`src/design/cpr_pkg.sv`:
```
// ----------------------------------------------------------------------------
// cpr_pkg: shared types and constants of the clock page replacement pager
// sizes, flag bits, result kinds, request codes and controller states
// ----------------------------------------------------------------------------
`default_nettype none

package cpr_pkg;

  localparam int FRAMES      = 32;
  localparam int PROCS       = 4;
  localparam int ARENA_PAGES = 16;
  localparam int BLOCKS      = 64;
  localparam int NPAGES      = PROCS * ARENA_PAGES;

  localparam int PRW = 2;                         // process field
  localparam int VW  = 4;                         // page field
  localparam int IW  = 6;                         // page table index
  localparam int FW  = 6;                         // frame field, holds unmapped
  localparam int FQW = 5;                         // free frame queue entry
  localparam int BW  = 6;                         // disk block
  localparam int TW  = $clog2(ARENA_PAGES + 1);   // pages per process
  localparam int FCW = $clog2(FRAMES + 1);
  localparam int BCW = $clog2(BLOCKS + 1);
  localparam int CDW = 7;                         // config data

  // flag bits of a page entry
  localparam logic [5:0] M_RES     = 6'b000001;
  localparam logic [5:0] M_DIRTY   = 6'b000010;
  localparam logic [5:0] M_REF     = 6'b000100;
  localparam logic [5:0] M_WRITTEN = 6'b001000;
  localparam logic [5:0] M_RE      = 6'b010000;
  localparam logic [5:0] M_WE      = 6'b100000;

  localparam logic REG_FRAME_COUNT = 1'b0;
  localparam logic REG_BLOCK_COUNT = 1'b1;

  typedef enum logic [1:0] {
    OP_FAULT   = 2'd0,
    OP_EXTEND  = 2'd1,
    OP_DESTROY = 2'd2
  } op_t;

  typedef enum logic [2:0] {
    K_UPDATE = 3'd0,
    K_DWRITE = 3'd1,
    K_DREAD  = 3'd2,
    K_ZERO   = 3'd3,
    K_REPLY  = 3'd4
  } kind_t;

  typedef enum logic [3:0] {
    ST_IDLE,
    ST_FLT_PG,
    ST_SW_RING,
    ST_SW_PAGE,
    ST_SW_EVAL,
    ST_VICT,
    ST_LOAD,
    ST_LOAD_WR,
    ST_EXT,
    ST_DS_RING,
    ST_DS_EVAL,
    ST_DS_FREE,
    ST_DB_RD,
    ST_DB_PUSH,
    ST_DS_DONE
  } state_t;

  typedef struct packed {
    logic [BW-1:0] block;
    logic [FW-1:0] frame;
    logic [5:0]    flags;
  } page_ent_t;

  typedef struct packed {
    logic pop;
    logic push;
    logic refill;
  } fifo_cmd_t;

  typedef struct packed {
    logic wr;
    logic clr;
  } pg_cmd_t;

  typedef struct packed {
    kind_t          kind;
    logic           status;
    logic [PRW-1:0] owner;
    logic [VW-1:0]  page;
    logic [FW-1:0]  frame;
    logic [BW-1:0]  block;
    logic           read_ok;
    logic           write_ok;
    logic           last;
  } result_t;

endpackage

`default_nettype wire

```
`src/design/cpr_fifo.sv`:
```
// ----------------------------------------------------------------------------
// cpr_fifo: circular queue in a synchronous memory
// head entry read into an output register each cycle; entries not written
// since the last refill read as their own position
// ----------------------------------------------------------------------------
`default_nettype none

module cpr_fifo import cpr_pkg::*; #(
  parameter int DEPTH       = 32,
  parameter int WIDTH       = 5,
  parameter int RESET_COUNT = 32,
  localparam int CW         = $clog2(DEPTH + 1)
) (
  input  logic             clk,
  input  logic             rst,
  input  fifo_cmd_t        cmd,
  input  logic [WIDTH-1:0] push_data,
  input  logic [CW-1:0]    refill_count,
  output logic [WIDTH-1:0] rd_data,
  output logic [CW-1:0]    count
);

  localparam int AW = $clog2(DEPTH);

  logic [WIDTH-1:0] mem [DEPTH];
  logic [DEPTH-1:0] vld;
  logic [AW-1:0]    head;
  logic [AW-1:0]    wa;
  logic [WIDTH-1:0] rd_q;
  logic             rd_inv;
  logic [AW-1:0]    rd_pos;
  logic             do_push;

  assign wa      = head + count[AW-1:0];
  // a push onto a full queue is dropped unless an entry leaves at once
  assign do_push = cmd.push && ((count < CW'(DEPTH)) || cmd.pop) && !cmd.refill;

  always_ff @(posedge clk) begin
    if (rst) begin
      head  <= '0;
      count <= CW'(RESET_COUNT);
      vld   <= '0;
    end else if (cmd.refill) begin
      head  <= '0;
      count <= refill_count;
      vld   <= '0;
    end else begin
      if (cmd.pop) begin
        head <= head + AW'(1);
      end
      if (do_push) begin
        vld[wa] <= 1'b1;
      end
      if (cmd.pop && !do_push) begin
        count <= count - CW'(1);
      end else if (do_push && !cmd.pop) begin
        count <= count + CW'(1);
      end
    end
  end

  always_ff @(posedge clk) begin
    if (do_push) begin
      mem[wa] <= push_data;
    end
    rd_q   <= mem[head];
    rd_inv <= !vld[head];
    rd_pos <= head;
  end

  assign rd_data = rd_inv ? WIDTH'(rd_pos) : rd_q;

endmodule

`default_nettype wire

```
`src/design/cpr_page_mem.sv`:
```
// ----------------------------------------------------------------------------
// cpr_page_mem: page table memory
// block, frame and flags per page; an entry that is not valid reads as
// unmapped with all flags clear
// ----------------------------------------------------------------------------
`default_nettype none

module cpr_page_mem import cpr_pkg::*; (
  input  logic           clk,
  input  logic           rst,
  input  pg_cmd_t        cmd,
  input  logic [IW-1:0]  rd_addr,
  input  logic [IW-1:0]  wr_addr,
  input  page_ent_t      wr_data,
  input  logic [PRW-1:0] clr_proc,
  output page_ent_t      rd_data
);

  page_ent_t         mem [NPAGES];
  logic [NPAGES-1:0] vld;
  page_ent_t         rd_q;
  logic              rd_inv;

  always_ff @(posedge clk) begin
    if (rst) begin
      vld <= '0;
    end else if (cmd.clr) begin
      // drop every page of one process at once
      for (int i = 0; i < ARENA_PAGES; i++) begin
        vld[{clr_proc, VW'(i)}] <= 1'b0;
      end
    end else if (cmd.wr) begin
      vld[wr_addr] <= 1'b1;
    end
  end

  always_ff @(posedge clk) begin
    if (cmd.wr) begin
      mem[wr_addr] <= wr_data;
    end
    rd_q   <= mem[rd_addr];
    rd_inv <= !vld[rd_addr];
  end

  always_comb begin
    rd_data = rd_q;
    if (rd_inv) begin
      rd_data.frame = FW'(FRAMES);
      rd_data.flags = '0;
    end
  end

endmodule

`default_nettype wire

```
`src/design/clock_page_replacement_pager_unit.sv`:
```
// ----------------------------------------------------------------------------
// clock_page_replacement_pager_unit: clock (second chance) pager
// page table, free frame queue, free block queue and clock ring held in
// synchronous memories, worked by one read-modify-write controller
// ----------------------------------------------------------------------------
// sequence: a rejected item gets its result straight from idle; extend and a
//   fault on a resident page finish in their first state, a fault taking a
//   free frame goes on through ST_LOAD and ST_LOAD_WR; a sweep passes each ring
//   entry visited through ST_SW_RING, ST_SW_PAGE and ST_SW_EVAL (and ST_VICT for
//   a dirty victim); destroy walks the ring entries (ST_DS_FREE when a frame is
//   freed), then the pages of the process, and ends in ST_DS_DONE
// throughput: one item at a time; a new request is taken only while idle
// reset: queues come up full (frames 0..31, blocks 0..63), ring empty, every
//   page unmapped; done by valid bits, no clearing pass
// results are strobed for one cycle and cannot be stalled by the receiver
`default_nettype none

module clock_page_replacement_pager_unit import cpr_pkg::*; (
  input  logic           clk,
  input  logic           rst,
  // request
  input  logic           start,
  output logic           busy,
  input  logic [1:0]     op,
  input  logic [PRW-1:0] proc,
  input  logic [VW-1:0]  vpage,
  input  logic           write,
  // result beats
  output logic           strobe,
  output logic [2:0]     kind,
  output logic           status,
  output logic [PRW-1:0] owner,
  output logic [VW-1:0]  page,
  output logic [FW-1:0]  frame,
  output logic [BW-1:0]  block,
  output logic           read_ok,
  output logic           write_ok,
  output logic           last,
  // configuration
  input  logic           cfg_valid,
  output logic           cfg_ready,
  input  logic           cfg_index,
  input  logic [CDW-1:0] cfg_data
);

  state_t state, state_next;

  // latched request
  logic [PRW-1:0] proc_q;
  logic [VW-1:0]  vpage_q;
  logic           wr_q;
  page_ent_t      ent_q;      // entry of the faulting page
  logic [FW-1:0]  frame_q;    // frame given to the faulting page
  logic [IW-1:0]  e_q;        // ring entry under the clock hand
  logic [BW-1:0]  vblk_q;     // block of the victim
  logic [FCW-1:0] walk;
  logic [FCW-1:0] walk_n;
  logic [TW-1:0]  bi;
  logic [TW-1:0]  totals [PROCS];

  // memories
  fifo_cmd_t      ff_cmd, fb_cmd, rg_cmd;
  logic [FQW-1:0] ff_push, ff_rd;
  logic [BW-1:0]  fb_push, fb_rd;
  logic [IW-1:0]  rg_push, rg_rd;
  logic [FCW-1:0] ff_count, rg_count, ff_fill;
  logic [BCW-1:0] fb_count, fb_fill;
  pg_cmd_t        pg_cmd;
  logic [IW-1:0]  pg_rd_addr, pg_wr_addr;
  page_ent_t      pg_wr_data, pg_rd;

  // output register
  result_t res, emit_val;
  logic    emit;

  logic          cfg_wr;
  logic [IW-1:0] idx;
  logic [5:0]    nf;
  logic          proc_bad;

  assign busy      = (state != ST_IDLE);
  // a register write never shares its edge with an accepted request
  assign cfg_ready = (state == ST_IDLE) && !start;
  assign cfg_wr    = cfg_valid && cfg_ready;
  assign idx       = {proc_q, vpage_q};
  assign proc_bad  = ({1'b0, proc} >= (PRW + 1)'(PROCS));

  // register writes refill a queue, clipped to its size (the frame count takes only the low six data bits)
  assign ff_fill = (cfg_data[5:0] > 6'(FRAMES)) ? FCW'(FRAMES) : FCW'(cfg_data[5:0]);
  assign fb_fill = (cfg_data > CDW'(BLOCKS)) ? BCW'(BLOCKS) : BCW'(cfg_data);

  cpr_fifo #(.DEPTH(FRAMES), .WIDTH(FQW), .RESET_COUNT(FRAMES)) u_free_frames (
    .clk, .rst, .cmd(ff_cmd), .push_data(ff_push), .refill_count(ff_fill),
    .rd_data(ff_rd), .count(ff_count)
  );

  cpr_fifo #(.DEPTH(BLOCKS), .WIDTH(BW), .RESET_COUNT(BLOCKS)) u_free_blocks (
    .clk, .rst, .cmd(fb_cmd), .push_data(fb_push), .refill_count(fb_fill),
    .rd_data(fb_rd), .count(fb_count)
  );

  cpr_fifo #(.DEPTH(FRAMES), .WIDTH(IW), .RESET_COUNT(0)) u_ring (
    .clk, .rst, .cmd(rg_cmd), .push_data(rg_push), .refill_count('0),
    .rd_data(rg_rd), .count(rg_count)
  );

  cpr_page_mem u_pages (
    .clk, .rst, .cmd(pg_cmd), .rd_addr(pg_rd_addr), .wr_addr(pg_wr_addr),
    .wr_data(pg_wr_data), .clr_proc(proc_q), .rd_data(pg_rd)
  );

  always_ff @(posedge clk) begin
    if (rst) begin
      state <= ST_IDLE;
    end else begin
      state <= state_next;
    end
  end

  always_comb begin
    state_next  = state;
    emit        = 1'b0;
    emit_val    = '{kind: K_REPLY, status: 1'b0, owner: proc_q, page: '0,
                    frame: FW'(FRAMES), block: '0, read_ok: 1'b0,
                    write_ok: 1'b0, last: 1'b0};
    ff_cmd      = '0;
    fb_cmd      = '0;
    rg_cmd      = '0;
    ff_push     = pg_rd.frame[FQW-1:0];
    fb_push     = pg_rd.block;
    rg_push     = idx;
    pg_cmd      = '0;
    pg_rd_addr  = idx;
    pg_wr_addr  = idx;
    pg_wr_data  = pg_rd;
    nf          = pg_rd.flags;

    ff_cmd.refill = cfg_wr && (cfg_index == REG_FRAME_COUNT);
    fb_cmd.refill = cfg_wr && (cfg_index == REG_BLOCK_COUNT);

    unique case (state)
      ST_IDLE: begin
        pg_rd_addr = {proc, vpage};
        if (start) begin
          emit_val.owner  = proc;
          emit_val.status = 1'b1;
          emit_val.last   = 1'b1;
          unique case (op)
            OP_FAULT: begin
              emit_val.page = vpage;
              if (proc_bad || ({1'b0, vpage} >= totals[proc])) begin
                emit = 1'b1;
              end else begin
                state_next = ST_FLT_PG;
              end
            end
            OP_EXTEND: begin
              if (proc_bad || (fb_count == '0) || (totals[proc] >= TW'(ARENA_PAGES))) begin
                emit = 1'b1;
              end else begin
                state_next = ST_EXT;
              end
            end
            OP_DESTROY: begin
              if (proc_bad) begin
                emit = 1'b1;
              end else begin
                state_next = ST_DS_RING;
              end
            end
            default: begin
              emit = 1'b1;
            end
          endcase
        end
      end

      ST_FLT_PG: begin
        if ((pg_rd.flags & M_RES) != '0) begin
          // resident: permissions only
          nf = pg_rd.flags | M_RE | M_REF;
          if (wr_q) begin
            nf = nf | M_WE | M_DIRTY | M_WRITTEN;
          end else if ((pg_rd.flags & M_DIRTY) != '0) begin
            nf = nf | M_WE;
          end
          pg_cmd.wr        = 1'b1;
          pg_wr_data.flags = nf;
          emit             = 1'b1;
          emit_val         = '{kind: K_UPDATE, status: 1'b0, owner: proc_q,
                               page: vpage_q, frame: pg_rd.frame, block: pg_rd.block,
                               read_ok: |(nf & M_RE), write_ok: |(nf & M_WE),
                               last: 1'b1};
          state_next       = ST_IDLE;
        end else if ((ff_count != '0) && (rg_count < FCW'(FRAMES))) begin
          ff_cmd.pop = 1'b1;
          state_next = ST_LOAD;
        end else if (rg_count == '0) begin
          emit_val.status = 1'b1;
          emit_val.page   = vpage_q;
          emit_val.last   = 1'b1;
          emit            = 1'b1;
          state_next      = ST_IDLE;
        end else begin
          state_next = ST_SW_RING;
        end
      end

      // wait for the ring head to settle after a pop
      ST_SW_RING: state_next = ST_SW_PAGE;

      ST_SW_PAGE: begin
        pg_rd_addr = rg_rd;
        state_next = ST_SW_EVAL;
      end

      ST_SW_EVAL: begin
        rg_cmd.pop = 1'b1;
        pg_cmd.wr  = 1'b1;
        pg_wr_addr = e_q;
        emit       = 1'b1;
        emit_val   = '{kind: K_UPDATE, status: 1'b0, owner: e_q[IW-1:VW],
                       page: e_q[VW-1:0], frame: pg_rd.frame, block: pg_rd.block,
                       read_ok: 1'b0, write_ok: 1'b0, last: 1'b0};
        if ((pg_rd.flags & M_REF) != '0) begin
          // second chance: back to the tail with enables cleared
          pg_wr_data.flags = pg_rd.flags & ~(M_RE | M_WE | M_REF);
          rg_cmd.push      = 1'b1;
          rg_push          = e_q;
          state_next       = ST_SW_RING;
        end else begin
          pg_wr_data.flags = pg_rd.flags & ~(M_DIRTY | M_RES | M_RE | M_WE);
          pg_wr_data.frame = FW'(FRAMES);
          if ((pg_rd.flags & M_DIRTY) != '0) begin
            emit_val.kind = K_DWRITE;
            state_next    = ST_VICT;
          end else begin
            emit_val.frame = FW'(FRAMES);
            state_next     = ST_LOAD;
          end
        end
      end

      ST_VICT: begin
        emit       = 1'b1;
        emit_val   = '{kind: K_UPDATE, status: 1'b0, owner: e_q[IW-1:VW],
                       page: e_q[VW-1:0], frame: FW'(FRAMES), block: vblk_q,
                       read_ok: 1'b0, write_ok: 1'b0, last: 1'b0};
        state_next = ST_LOAD;
      end

      ST_LOAD: begin
        emit       = 1'b1;
        emit_val   = '{kind: ((ent_q.flags & M_WRITTEN) != '0) ? K_DREAD : K_ZERO,
                       status: 1'b0, owner: proc_q, page: vpage_q, frame: frame_q,
                       block: ent_q.block, read_ok: 1'b0, write_ok: 1'b0,
                       last: 1'b0};
        state_next = ST_LOAD_WR;
      end

      ST_LOAD_WR: begin
        nf = ent_q.flags | M_RE | M_REF | M_RES;
        if (wr_q) begin
          nf = nf | M_WE | M_DIRTY | M_WRITTEN;
        end
        pg_cmd.wr   = 1'b1;
        pg_wr_data  = '{block: ent_q.block, frame: frame_q, flags: nf};
        rg_cmd.push = 1'b1;
        rg_push     = idx;
        emit        = 1'b1;
        emit_val    = '{kind: K_UPDATE, status: 1'b0, owner: proc_q, page: vpage_q,
                        frame: frame_q, block: ent_q.block, read_ok: |(nf & M_RE),
                        write_ok: |(nf & M_WE), last: 1'b1};
        state_next  = ST_IDLE;
      end

      ST_EXT: begin
        fb_cmd.pop     = 1'b1;
        pg_cmd.wr      = 1'b1;
        pg_wr_addr     = {proc_q, totals[proc_q][VW-1:0]};
        pg_wr_data     = '{block: fb_rd, frame: FW'(FRAMES), flags: '0};
        emit           = 1'b1;
        emit_val.page  = totals[proc_q][VW-1:0];
        emit_val.block = fb_rd;
        emit_val.last  = 1'b1;
        state_next     = ST_IDLE;
      end

      ST_DS_RING: begin
        state_next = (walk == walk_n) ? ST_DB_RD : ST_DS_EVAL;
      end

      ST_DS_EVAL: begin
        rg_cmd.pop = 1'b1;
        pg_rd_addr = rg_rd;
        if (rg_rd[IW-1:VW] != proc_q) begin
          rg_cmd.push = 1'b1;
          rg_push     = rg_rd;
          state_next  = ST_DS_RING;
        end else begin
          state_next = ST_DS_FREE;
        end
      end

      ST_DS_FREE: begin
        ff_cmd.push = 1'b1;
        state_next  = ST_DS_RING;
      end

      ST_DB_RD: begin
        pg_rd_addr = {proc_q, bi[VW-1:0]};
        state_next = (bi == totals[proc_q]) ? ST_DS_DONE : ST_DB_PUSH;
      end

      ST_DB_PUSH: begin
        fb_cmd.push = 1'b1;
        state_next  = ST_DB_RD;
      end

      ST_DS_DONE: begin
        pg_cmd.clr    = 1'b1;
        emit          = 1'b1;
        emit_val.last = 1'b1;
        state_next    = ST_IDLE;
      end

      default: state_next = ST_IDLE;
    endcase
  end

  // datapath registers of the controller
  always_ff @(posedge clk) begin
    if (rst) begin
      for (int i = 0; i < PROCS; i++) begin
        totals[i] <= '0;
      end
    end else begin
      unique case (state)
        ST_EXT:     totals[proc_q] <= totals[proc_q] + TW'(1);
        ST_DS_DONE: totals[proc_q] <= '0;
        default: ;
      endcase
    end
  end

  always_ff @(posedge clk) begin
    unique case (state)
      ST_IDLE: begin
        proc_q  <= proc;
        vpage_q <= vpage;
        wr_q    <= write;
        walk    <= '0;
        walk_n  <= rg_count;
        bi      <= '0;
      end
      ST_FLT_PG: begin
        ent_q   <= pg_rd;
        frame_q <= FW'(ff_rd);
      end
      ST_SW_PAGE: e_q <= rg_rd;
      ST_SW_EVAL: begin
        frame_q <= pg_rd.frame;
        vblk_q  <= pg_rd.block;
      end
      ST_DS_EVAL: walk <= walk + FCW'(1);
      ST_DB_PUSH: bi <= bi + TW'(1);
      default: ;
    endcase
  end

  // result beat register
  always_ff @(posedge clk) begin
    if (rst) begin
      strobe <= 1'b0;
    end else begin
      strobe <= emit;
    end
    res <= emit_val;
  end

  assign kind     = res.kind;
  assign status   = res.status;
  assign owner    = res.owner;
  assign page     = res.page;
  assign frame    = res.frame;
  assign block    = res.block;
  assign read_ok  = res.read_ok;
  assign write_ok = res.write_ok;
  assign last     = res.last;

  // the final beat of an item comes once the controller is back at rest
  a_last_idle: assert property (@(posedge clk) disable iff (rst)
    strobe && last |-> !busy) else $error("last beat while busy");

  a_mid_busy: assert property (@(posedge clk) disable iff (rst)
    strobe && !last |-> busy) else $error("inner beat after item end");

  a_ring_cap: assert property (@(posedge clk) disable iff (rst)
    rg_count <= FCW'(FRAMES)) else $error("ring over capacity");

  a_sweep_ring: assert property (@(posedge clk) disable iff (rst)
    state == ST_SW_EVAL |-> rg_count != '0) else $error("sweep on empty ring");

  a_busy_start: assert property (@(posedge clk) disable iff (rst)
    $rose(busy) |-> $past(start)) else $error("busy without start");

endmodule

`default_nettype wire
```
`config.mk`:
```
export PLATFORM = sky130hd
export DESIGN_NAME = clock_page_replacement_pager_unit
export DESIGN_NICKNAME = d
export VERILOG_FILES = /design/src/design/cpr_pkg.sv /design/src/design/cpr_fifo.sv /design/src/design/cpr_page_mem.sv /design/src/design/clock_page_replacement_pager_unit.sv
export SDC_FILE = /design/constraint.sdc
export NUM_CORES = 2
export LEC_CHECK = 0
export BUFFER_PORTS_ARGS = -buffer_cell sky130_fd_sc_hd__buf_2
export CAP_MARGIN = 5
export CORE_MARGIN = 1.5
export CORE_UTILIZATION = 30
export CTS_BUF_LIST = sky130_fd_sc_hd__clkbuf_8
export DETAILED_ROUTE_END_ITERATION = 6
export SYNTH_ARGS = -nofsm -noshare
export SYNTH_HDL_FRONTEND = slang
export SYNTH_SLANG_ARGS = --single-unit
export TNS_END_PERCENT = 1
```
`constraint.sdc`:
```
create_clock -name clk -period 6.8 [get_ports clk]
set_input_delay 2.04 -clock clk [delete_from_list [all_inputs] [get_ports clk]]
set_output_delay 2.04 -clock clk [all_outputs]
set_load 0.05 [all_outputs]
```
==> impl_results.md <==
* Reg power frac at roughly 50%
* Number of synthesized flops with an enable pin at approximately 1,900
* Area leader, netlist: edfxtp_1
* Worst setup EP type: register
* Mapped Area at ~90,000 um2
* Vias in the first global route at roughly 50,000
* Fillers at about 28,000
* Final HPWL DP at between 100,000 and 150,000 um
* Cell mode on critical path: buf_4
* Switching fraction of total power at ~30%
* CTS clk-pin slew, worst paths at ~70 ps
* Hold depth at 0
* Fin area at around 100,000 um2
* Flop2flop setup slack at around 1400 ps
* CTS Hold Bufs at 0
* Final setup violation count at 0
* Clock Power Share at around 33%
* Synth Flop Type: edfxtp_1
* Leading post-synthesis cells by cell area: edfxtp_1 65%, mux4_2 9.1%, dfxtp_1 7.1%, nand2_1 3.1%, nor2_1 1.9%
* Area share of the largest cell type after synthesis at approximately two thirds
* Total CTS buffers at approximately 360
* # rows at just under 200
* Slew @ Worst Pin at around 1300 ps
* Post-Route WL at 236,000 um
* PD cells at 334 nW/um2
* Clk_skew at ~130 ps
* CP max stage cell: dfxtp_1
* GPL Wtd Cong at a little under 0.9
* Largest net degree at the start of global routing at ~100
* Post-synthesis async set-or-reset flop share at 0%
* Count leader, synth: edfxtp_1
* Worst Reg2Reg Path Length in Cells at 11
* CP Launch Type: register
* Reg2reg start: state[3]
* Status: completed
* Hold Path Origin: u_free_frames.head[1]
* DIE WIDTH at 545 um
* Data required, critical path at about 7400 ps
* Global-route wire length before repair at approximately 340,000 um
* Post-CTS setup buffers at 0
* Cells along the critical path: nor2b_1 -> buf_4 -> nand2_1 -> buf_4 -> inv_1 -> nor2_1 -> a221oi_1 -> and2_1 -> nand2_1 -> nor2_1 -> buf_4
* Max Cap Viol at 0
* Core box area at 291,000 um2
* Min-Delay Path Class: register to register
* Synth-to-layout area growth at 14.0%
* Avg Inst Size Synth at roughly 16 um2
* Layout cells sized above 1 at between 10% and 20%
* Port bufs at 48
* Die Span Y at around 540 um
* # DRC at 0
* Register area share after synthesis at a little under three quarters
* DIE AREA at between 200,000 and 300,000 um2
* Root Buffer: clkbuf_8
* CTS tree: done
* Detailed-route via count at 51,100
* First drt pass iteration count at 7
* Max VDD drop at roughly 280 uV
* Flops & latches, synth at between 2,000 and 2,500
* Via density at a little over 5
* Most frequent cells after synthesis: 1,895 x edfxtp_1, 725 x nand2_1, 453 x nor2_1
* GRT Total Usage at around 16%
* Final net count at 5,925
* Tmin final at about 5400 ps
* Fmax at 0.184 GHz
* CTS Sinks at ~2,200
* Setup Crit Path Kind: register to register
* Termination of the worst setup path: u_pages.mem[58][12]
* Final ANT Viol Nets at 0
* Crit-path max cell delay at 940 ps
* Max-slew violation count at 0
* Setup TNS at 0 ps
* Routed wire length per instance at around 23 um
* Initial Util at a little under a third
* Worst hold slack at 402 ps
* Syn Inst Count at 5,582
* Slew margin rel. at 13.1%
* Crit-path max FO at 27
* CTS resizes at 0
* Io pins at 49
* Initial antenna violation count at 16
* Pint at 23.4 mW
* Synth Net Count at approximately 5,600
* Switching power at slightly above 10 mW
* WP data arrival at about 6000 ps
* Total power at between 30 and 40 mW
* Clk Latency, worst-skew pair at between 1000 and 1500 ps
* Netlist cell types at 80
* Crit path launch: state[3]
* Placed cell areas at between 90,000 and 100,000 um2
* RSZ-0062 raised after global routing: false
* Crit share post-route at between 70% and 80%
* Reg2Reg Capture Point: u_pages.mem[58][12]
* Total global routing overflow at 0
* Drt initial violations at approximately 6,100
* Hold Vio Cnt, Final at 0
* Combinational power share at between 10% and 20%
* Synth Warn # at 0
* H-tree depth at 5
* Leakage at ~33 nW
* Clock tree buffer depth at 4
## routing by layer
layer / routed length (um) / GRT usage (%)
met2: 111000 / 24.8
met1: 98400 / 21.1
met4: 7720 / 5.60
met3: 18300 / 2.80
met5: 13 / 0
## worst min path at each step
| stage | end | slack [ps] |
|---|---|---|
| finish | u_free_frames.rd_pos[1] | 400 |
| global route | u_free_frames.rd_pos[1] | 410 |
| CTS | u_free_frames.rd_pos[1] | 400 |
| detailed placement | u_free_frames.rd_pos[1] | 400 |
| global placement | u_free_frames.rd_pos[1] | 400 |
| floorplan | u_free_blocks.rd_pos[5] | 330 |
## power groups by stage
stage               Clock (mW)  Sequential (mW)  Combinational, mW
finish                    10.9             16.6               6.06
global route              11.7             16.6               6.39
CTS                       11.1             16.6               6.05
detailed placement           0             16.9               6.03
global placement             0             16.9               5.89
floorplan                    0             16.9               3.13
## critical path, delay by kind of cell, from the launching register on
family                 cells  cell delay [ps]
AND/OR/NAND/NOR            6             2060
buffers and inverters      4             1390
flip-flops                 1              940
AO/OA/AOI/OAI              1              600
## kinds of logic (layout without fill, tap and decap cells)
group / count (synthesis) / after routing / synth area share [%]
flops: 2208 / 2208 / 71.8
simple gates: 1562 / 1562 / 7.62
compound gates: 758 / 758 / 5.99
mux: 535 / 535 / 11.1
buf+inv: 401 / 970 / 2.04
xor+xnor: 75 / 75 / 0.747
fa+ha+maj: 43 / 43 / 0.654
other cells: 0 / 18 / 0
## state kept, by name, indices dropped and copies added (netlist names), 7 cells and up, named ones only
register / count
u_free_blocks.mem: 384
u_ring.vld: 32
u_pages.vld: 64
u_pages.rd_q: 11
u_pages.mem: 1088
u_free_frames.vld: 32
u_ring.mem: 192
u_free_blocks.vld: 64
u_free_blocks.count: 7
u_free_frames.mem: 160
ent_q: 9
totals: 20
## final cells by class
class / count / area, um2 / share of cell area (%)
multi-input combinational: 2973 / 23300 / 23.2
antenna: 18 / 45.0 / 0.0449
inverter: 71 / 268 / 0.267
sequential: 2208 / 63200 / 63.0
timing repair buffer: 243 / 1850 / 1.84
clock buffer: 394 / 5420 / 5.41
tap: 3900 / 4880 / 4.86
clock inverter: 262 / 1340 / 1.33
## stage by stage
step | std cells | worst slack [ps] | utilization, %
floorplan | 5582 | 1830 | -
global placement | 9392 | 542 | 32.1
detailed placement | 9393 | 632 | 32.1
CTS | 10000 | 1330 | 34.4
global route | 10100 | 1040 | 34.4
finish | 10100 | 1360 | 34.4
## placed cells by master (no fill, tap or decap), types with 81 or more instances in the layout
| cell type | instances |
|---|---|
| edfxtp_1 | 1895 |
| nand2_1 | 725 |
| nor2_1 | 410 |
| clkbuf_8 | 394 |
| mux4_2 | 354 |
| dfxtp_1 | 300 |
| inv_1 | 215 |
| a21oi_1 | 208 |
| buf_4 | 182 |
| nand3_1 | 171 |
| mux2i_1 | 166 |
| o21a_1 | 81 |
(Power assumes the default switching activity.)
